## src/rtl/sparse_window_filter_response_unit_macros.svh

```systemverilog
// ----------------------------------------------------------------------------
// Sparse window filter response unit: assertion macros
// Shared property forms for the concurrent checks of the unit.
// ----------------------------------------------------------------------------
`ifndef SPARSE_WINDOW_FILTER_RESPONSE_UNIT_MACROS_SVH
`define SPARSE_WINDOW_FILTER_RESPONSE_UNIT_MACROS_SVH

// same-cycle implication
`define SWFR_ASSERT_IMPLIES(name, clk, rst, ante, cons) \
   name: assert property (@(posedge clk) disable iff (rst) (ante) |-> (cons)) \
      else $error("swfr assertion failed");

// next-cycle implication
`define SWFR_ASSERT_NEXT(name, clk, rst, ante, cons) \
   name: assert property (@(posedge clk) disable iff (rst) (ante) |=> (cons)) \
      else $error("swfr assertion failed");

`endif

```

## src/rtl/swfr_pkg.sv

```systemverilog
// ----------------------------------------------------------------------------
// swfr_pkg
// Types, codes and constants shared by the sparse window filter response unit.
// ----------------------------------------------------------------------------
package swfr_pkg;

   localparam int RESP_W      = 48;
   localparam int SAMPLE_W    = 16;
   localparam int PROD_W      = 32;
   localparam int COORD_W     = 8;
   localparam int FI_FIELD_W  = 5;
   localparam int TAP_FIELD_W = 8;
   localparam int DIM_FIELD_W = 5;
   localparam int CMD_W       = 2;
   localparam int CFG_DIM_W   = 9;
   localparam int CSR_DATA_W  = 9;
   localparam int CSR_IDX_W   = 2;
   localparam int WIN_W       = 11;
   localparam int QDEPTH      = 2;

   localparam int DEF_IMAGE_DIM_MAX  = 256;
   localparam int DEF_FILTER_COUNT   = 32;
   localparam int DEF_FILTER_DIM_MAX = 16;

   localparam logic [CFG_DIM_W-1:0] CFG_DIM_RESET = 9'd256;

   localparam logic [CMD_W-1:0] CMD_PIXEL = 2'd0;
   localparam logic [CMD_W-1:0] CMD_TAP   = 2'd1;
   localparam logic [CMD_W-1:0] CMD_SIZE  = 2'd2;
   localparam logic [CMD_W-1:0] CMD_QUERY = 2'd3;

   localparam logic [CSR_IDX_W-1:0] CSR_IMAGE_HEIGHT  = 2'd0;
   localparam logic [CSR_IDX_W-1:0] CSR_IMAGE_WIDTH   = 2'd1;
   localparam logic [CSR_IDX_W-1:0] CSR_ABSOLUTE_MODE = 2'd2;

   localparam logic signed [RESP_W-1:0] RESP_MAX = {1'b0, {(RESP_W-1){1'b1}}};
   localparam logic signed [RESP_W-1:0] RESP_MIN = {1'b1, {(RESP_W-1){1'b0}}};

   typedef enum logic [1:0] {
      OP_PIXEL = 2'd0,
      OP_TAP   = 2'd1,
      OP_SIZE  = 2'd2,
      OP_QUERY = 2'd3
   } swfr_op_type;

   typedef struct packed {
      swfr_op_type                   op;
      logic [COORD_W-1:0]            row;
      logic [COORD_W-1:0]            col;
      logic [FI_FIELD_W-1:0]         fi;
      logic [TAP_FIELD_W-1:0]        tap;
      logic signed [SAMPLE_W-1:0]    value;
      logic [DIM_FIELD_W-1:0]        fh;
      logic [DIM_FIELD_W-1:0]        fw;
      logic                          bad;
   } swfr_entry_type;

   typedef struct packed {
      logic [CFG_DIM_W-1:0] image_height;
      logic [CFG_DIM_W-1:0] image_width;
      logic                 absolute_mode;
   } swfr_cfg_type;

endpackage

```

## src/rtl/swfr_front.sv

```systemverilog
// ----------------------------------------------------------------------------
// swfr_front
// Accepts requests, drops out-of-range writes, and queues the rest.
// ----------------------------------------------------------------------------
module swfr_front #(
   parameter int IMAGE_DIM_MAX  = swfr_pkg::DEF_IMAGE_DIM_MAX,
   parameter int FILTER_COUNT   = swfr_pkg::DEF_FILTER_COUNT,
   parameter int FILTER_DIM_MAX = swfr_pkg::DEF_FILTER_DIM_MAX
) (
   input  logic                                   clock,
   input  logic                                   reset,
   input  logic                                   req_valid,
   output logic                                   req_ready,
   input  logic [swfr_pkg::CMD_W-1:0]             req_cmd,
   input  logic [swfr_pkg::COORD_W-1:0]           req_pixel_row,
   input  logic [swfr_pkg::COORD_W-1:0]           req_pixel_col,
   input  logic [swfr_pkg::FI_FIELD_W-1:0]        req_filter_index,
   input  logic [swfr_pkg::TAP_FIELD_W-1:0]       req_tap_index,
   input  logic signed [swfr_pkg::SAMPLE_W-1:0]   req_sample_value,
   input  logic [swfr_pkg::DIM_FIELD_W-1:0]       req_filter_height,
   input  logic [swfr_pkg::DIM_FIELD_W-1:0]       req_filter_width,
   output swfr_pkg::swfr_entry_type               q_entry,
   output logic                                   q_valid,
   input  logic                                   q_pop
);
   import swfr_pkg::*;

   localparam int PTR_W = $clog2(QDEPTH);
   localparam int CNT_W = $clog2(QDEPTH + 1);
   localparam int TAPS  = FILTER_DIM_MAX * FILTER_DIM_MAX;

   swfr_entry_type         q_ff [QDEPTH];
   logic [PTR_W-1:0]       wr_ptr_ff, wr_ptr_in;
   logic [PTR_W-1:0]       rd_ptr_ff, rd_ptr_in;
   logic [CNT_W-1:0]       count_ff, count_in;
   swfr_entry_type         entry;
   logic                   keep;
   logic                   push;
   logic                   fi_ok;

   assign fi_ok = 32'(req_filter_index) < FILTER_COUNT;

   always_comb begin
      unique case (req_cmd)
         CMD_PIXEL: keep = (32'(req_pixel_row) < IMAGE_DIM_MAX) &&
                           (32'(req_pixel_col) < IMAGE_DIM_MAX);
         CMD_TAP:   keep = fi_ok && (32'(req_tap_index) < TAPS);
         CMD_SIZE:  keep = fi_ok;
         CMD_QUERY: keep = 1'b1;
         default:   keep = 1'b0;
      endcase
   end

   always_comb begin
      entry.op    = swfr_op_type'(req_cmd);
      entry.row   = req_pixel_row;
      entry.col   = req_pixel_col;
      entry.fi    = req_filter_index;
      entry.tap   = req_tap_index;
      entry.value = req_sample_value;
      entry.fh    = req_filter_height;
      entry.fw    = req_filter_width;
      entry.bad   = !fi_ok;
   end

   assign req_ready = count_ff != CNT_W'(QDEPTH);
   assign push      = req_valid && req_ready && keep;
   assign q_valid   = count_ff != '0;
   assign q_entry   = q_ff[rd_ptr_ff];

   always_comb begin
      wr_ptr_in = push  ? PTR_W'(wr_ptr_ff + 1'b1) : wr_ptr_ff;
      rd_ptr_in = q_pop ? PTR_W'(rd_ptr_ff + 1'b1) : rd_ptr_ff;
      count_in  = count_ff;
      if (push && !q_pop) begin
         count_in = count_ff + 1'b1;
      end else if (!push && q_pop) begin
         count_in = count_ff - 1'b1;
      end
   end

   always_ff @(posedge clock) begin
      if (reset) begin
         wr_ptr_ff <= '0;
         rd_ptr_ff <= '0;
         count_ff  <= '0;
      end else begin
         wr_ptr_ff <= wr_ptr_in;
         rd_ptr_ff <= rd_ptr_in;
         count_ff  <= count_in;
      end
   end

   always_ff @(posedge clock) begin
      if (push) begin
         q_ff[wr_ptr_ff] <= entry;
      end
   end

   `include "sparse_window_filter_response_unit_macros.svh"

   `SWFR_ASSERT_IMPLIES(a_count_range, clock, reset, 1'b1, count_ff <= CNT_W'(QDEPTH))
   `SWFR_ASSERT_IMPLIES(a_pop_nonempty, clock, reset, q_pop, count_ff != '0)
   `SWFR_ASSERT_NEXT(a_push_grows, clock, reset, push && !q_pop, count_ff == $past(count_ff) + 1'b1)

endmodule

```

## config.mk

```make
export PLATFORM = sky130hd
export DESIGN_NAME = swfr_front
export DESIGN_NICKNAME = d
export VERILOG_FILES = /design/src/rtl/swfr_pkg.sv /design/src/rtl/swfr_front.sv
export VERILOG_INCLUDE_DIRS = /design/src /design/src/rtl
export SDC_FILE = /design/constraint.sdc
export NUM_CORES = 1
export LEC_CHECK = 0
export BUFFER_PORTS_ARGS = -buffer_cell sky130_fd_sc_hd__buf_2
export CAP_MARGIN = 15
export CORE_ASPECT_RATIO = 0.7
export CORE_MARGIN = 2
export CORE_UTILIZATION = 40
export CTS_CLUSTER_DIAMETER = 150
export DETAILED_ROUTE_END_ITERATION = 10
export SYNTH_ARGS = -nofsm -noshare
export SYNTH_HDL_FRONTEND = slang
export SYNTH_SLANG_ARGS = --single-unit
```

## constraint.sdc

```tcl
create_clock -name clock -period 3.6 [get_ports clock]
set_input_delay 1.08 -clock clock [delete_from_list [all_inputs] [get_ports clock]]
set_output_delay 1.08 -clock clock [all_outputs]
set_load 0.03 [all_outputs]
```

* Word-level counts from Yosys, hierarchy flattened
Memories as Yosys holds them, arrays and structs flattened. A register that Yosys moved wholly into a read port is not among the register bits. Cells that the tools add are included.
Word-level totals: input port bits 61, ROM bits 0, memory bits (writable) 114, output and inout bits 60, memories 1, bits in latches 0, bits in registers 4, logic and storage cells 29
Memories:
- q_ff | depth 2, width 57, rd ports 1, clocked after memory_dff 1, wr ports 1, line swfr_front.sv:32 | swfr_entry_type q_ff [QDEPTH];
Operators by class: divide/modulo/power cells 0, shifts and indexed selects 0, multiply operators 0, reduce and logical (&&, ||, !) cells 10, magnitude comparators 0, add/sub/neg operators 4, bitwise logic cells 0, eq/ne operators 4, mux-type cells 7
Operator list (count):
- $mux 1 | 5
- $eq 2x2->1 const B | 2
- $logic_and 1x1->1 | 4
- $mux 2 | 2
- $reduce_bool 2->1 | 2
- $reduce_or 4->1 | 1
- $add 1x1->1 const B | 2
- $add 2x1->2 const B | 1
- $eq 2x1->1 const B | 1
- $logic_not 1->1 | 2
- $logic_not 2->1 | 1
- $ne 2x2->1 const B | 1
- $sub 2x1->2 const B | 1

* Longest topological paths before layout
depth after elaboration 8, gate-level depth with buffers 6, gate-level depth less buffers 6

* Worst setup path after synthesis
OpenSTA, ideal clock, no wires.
kind input to register, from in req_valid, to mem q_ff[1][0] (netlist name) (enable), path slack 702 ps, cell stages on the path 1, arrival time 2477 ps, buffers on the path 0, cell sequence and3_1
Between the ends: word-level cells in the longest chain between the ends 4
Ends and longest elaborated chain:
- start, declared | line swfr_front.sv:12 | input logic req_valid,
- $logic_and 1x1->1 (2 in a row) | line swfr_front.sv:67 | assign push = req_valid && req_ready && keep;
- $mux 1 | line swfr_front.sv:95 | if (push) begin
- $mux 1 (not written as such) | line swfr_front.sv:96 | q_ff[wr_ptr_ff] <= entry;
- end, declared | line swfr_front.sv:32
Every way passes these cells.

==> impl_summary.md <==
Logic synthesis
In the post-synthesis netlist, the biggest area contributors are edfxtp_1 (79%), mux2_2 (15%), dfxtp_1 (2.3%). Counting distinct cell types in the post-synthesis netlist gives 21. The portion of the post-synthesis area used by sequential elements is 0.8087. During synthesis, Yosys emitted a total of 0 warnings. The register bit total from synthesis is 119. Among all flip-flop cells after synthesis, the most frequent one is edfxtp_1. In this run the cell area of the synthesized design comes to 4357 sq um.

For this run, asynchronously set or reset flops after synthesis account for 0. Ranked by instance count, the synthesized netlist is headed by edfxtp_1 (114), mux2_2 (57), dfxtp_1 (5). The synthesized net count is 265. The mean area per synthesized cell is 21.46 sq um.

In the synthesized netlist, the number of instances is 203. The share of Yosys cell area claimed by the top area cell type is 0.7858. The number of enable-type register cells in the synthesized netlist is 114. edfxtp_1 is the most common cell in the netlist.

The cell accounting for the most synthesized area is edfxtp_1.

Drt
The first routing iteration left 96 violations. The count of nets left with antenna violations after detail routing is 0. The length of the first detailed-routing pass in iterations is 4.

The count of vias placed by the detailed router is 2,262. After detailed routing, the number of vias per cell comes to 4.683. The wire length after detailed routing is 7880 um. The met3 wirelength from detailed routing is 879 um. The sum of routed wire segments on met1 is 3507 um. The total met2 wirelength after detailed routing is 3377 um.

The detailed router used layers up to and including met5. In the final routed layout, each cell accounts on average for 16.31 um. In the routed design, unresolved DRC markers number 0.

Clock network
TritonCTS created 17 clock buffers. The clock slew at the register clock pins of the worst setup and hold paths is 50 ps. Gates resized during post-CTS repair numbered 0.

The total number of clock tree sinks is 119. TritonCTS built the clock tree. In this run the deepest clock path goes through 2 buffers. The source-to-sink clock delay at the later pin of the worst-skew pair is 400 ps. The buffer count from post-CTS setup fixing is 0. In this run the clock root is driven by a clkbuf_16. The H-tree generated during clock tree synthesis spans 4 levels.

The number of hold buffers added after cts is 0.

Place
The worst setup slack before clock tree synthesis is 1104 ps. The sum of net half-perimeters after detailed placement is 5138 um. The cell count after placement is 453. The number of port buffers is 119. The final RePlAce weighted congestion is 0.6931.

Floorplanning
121 I/O pins were placed. The die boundary width is 128.7 um. The floorplan step defined a core boundary enclosing 10,470 sq um. The die span in y is 91.32 um. The floorplan step defined a die boundary enclosing 11,760 sq um.

The initial utilization of the core area, before any placement, comes to 0.4160. Row generation in the floorplan step produced 31 rows.

STA
Of the available clock period, the critical path in the final layout requires 0.7708. Setup repair after global routing left no endpoint under its margin. The time the worst path needs with I/O delays and setup is 2775 ps.

For this run, the top clock speed supported by timing is 360.4 MHz. Setup violations remaining at the end of the flow were counted as 0. The aggregate negative setup slack is 0 ps.

The final hold violation count is 0. In the post-route analysis, the smallest setup slack over all paths is 825.2 ps. The tightest hold margin is 504.1 ps. The maximum clock skew at final layout is 7.311 ps. The number of pins with negative max-slew slack in the final report is 0.

Cells and area
Excluding fillers, the count of instances in the completed layout stands at 483. The total number of nets in the final design is 402. The share of cells above drive strength 1 is 0.6097. 0 antenna diodes ended up in the layout.

The growth of design area from synthesis to finish is 30.18%. The number of filler cells placed in the layout is 854.

Worst setup path
The critical path crosses 3 cells after its start point. The highest net fanout along the worst path is 31. The required time of the worst setup path is 2520 ps.

Across all register-to-register paths, the minimum setup slack is 1800 ps. The critical path in this run is classified as register to primary output. The cell depth of the worst flop-to-flop path is 3. The sum of buffers and inverters on the critical path is 2. The critical path goes through buf_4, mux2_2, buf_2.

The terminus of the critical flop-to-flop path is q_ff[1][44]. The category of the worst setup path capture point is a primary output. The largest delay contributor family on the critical path is buffers and inverters.

The worst register-to-register path begins at count_ff[0]. The maximum single-stage delay on the critical path is 400 ps. The critical path ends at q_entry[19].

At the worst endpoint, the arrival time is 1690 ps. The slowest library cell on the worst path is mux2_2. The type of origin of the critical path is a register.

Power
For this design the static power due to leakage is 2.160 nW. The power density relative to cell area is 692.7 nW/um^2. After layout, the design draws a total of 3.929 mW. The maximum vdd drop is 450.6 uV.

GRT
The number of global-route vias before repair is 2,379. Entering global routing, the biggest net connects 32 pins. The total overflow left after global routing is 0. The wire length of the first global-routing pass is 11,960 um. The number of antenna violations at the first check in global routing is 1. Across every metal layer, demand over resource in global routing totals 0.1413.

Status
The run finished with clean final reports.

Flow run
Across the run, the number of max-cap violations was 0.

Hold path
The worst hold path belongs to the class register to register.
[power by group]
part	leakage, nW	internal [mW]	switching [mW]
logic	0.781	0.209	0.409
registers	1.11	1.68	0.0318
clock network	0.274	1.06	0.534
[per-stage QoR]
stage,area (sq um),util
2_1_floorplan,4357,-
3_3_place_gp,5106,0.4876
3_5_place_dp,5106,0.4876
4_1_cts,5672,0.5416
5_1_grt,5672,0.5416
6_report,5672,0.5416
[worst min-delay path by stage]
| stage | start | end | slack [ps] | cells after the start |
|---|---|---|---|---|
| finish | rd_ptr_ff | register | 500 | 2 |
| global route | rd_ptr_ff | register | 570 | 2 |
| CTS | rd_ptr_ff | register | 510 | 2 |
| detailed placement | rd_ptr_ff | register | 500 | 2 |
| global placement | rd_ptr_ff | register | 500 | 2 |
| floorplan | rd_ptr_ff | register | 480 | 2 |
[area by class of cell]
type                    count  area (sq um)  area share
multi-input cells          75         768.2      0.1355
clock buffers              18         429.2     0.07567
repair buffers            125         640.6      0.1129
clock inverters            12         136.4     0.02405
inverters                   2         7.507    0.001324
flip-flops and latches    119          3525      0.6214
well taps                 132         165.2     0.02912
[flip-flops by register name, indices dropped and copies added (netlist names), named ones only]
name,cells
rd_ptr_ff,1
wr_ptr_ff,1
count_ff,2
q_ff,114
[worst reg2reg max path, stage by stage (launching register included)]
cell and delay (ps):
dfxtp_1 390, nand2b_4 170, and3_2 460, buf_4 440
[placed cells by master, fill, tap and decap left out, types with 3 or more instances in the layout]
cell and count:
clkinv_2 4, mux2_2 57, buf_2 119, clkinv_1 3, buf_4 6, edfxtp_1 114, dfxtp_1 4, clkbuf_16 17
nor2_1 3, bufinv_16 3
[cells by family (layout without fill, tap and decap cells)]
kind of cell	Yosys count	in the layout	synth area share
buffers and inverters	9	157	0.01522
adders and majority gates	1	1	0.002871
other	1	1	0.0008607
xor gates and xnor gates	3	3	0.006032
muxes	57	57	0.1473
AOI/OAI and AO/OA	4	4	0.005743
and+or+nand+nor	9	9	0.01321
DFF	119	119	0.8087
[layer usage]
layer | track usage | vias up
li1 | - | 1068
met1 | 0.1707 | 1088
met2 | 0.2086 | 88
met3 | 0.07720 | 16
met4 | 0.06250 | 2
met5 | 0 | -
Note: power is estimated with default switching activity, not from simulation.
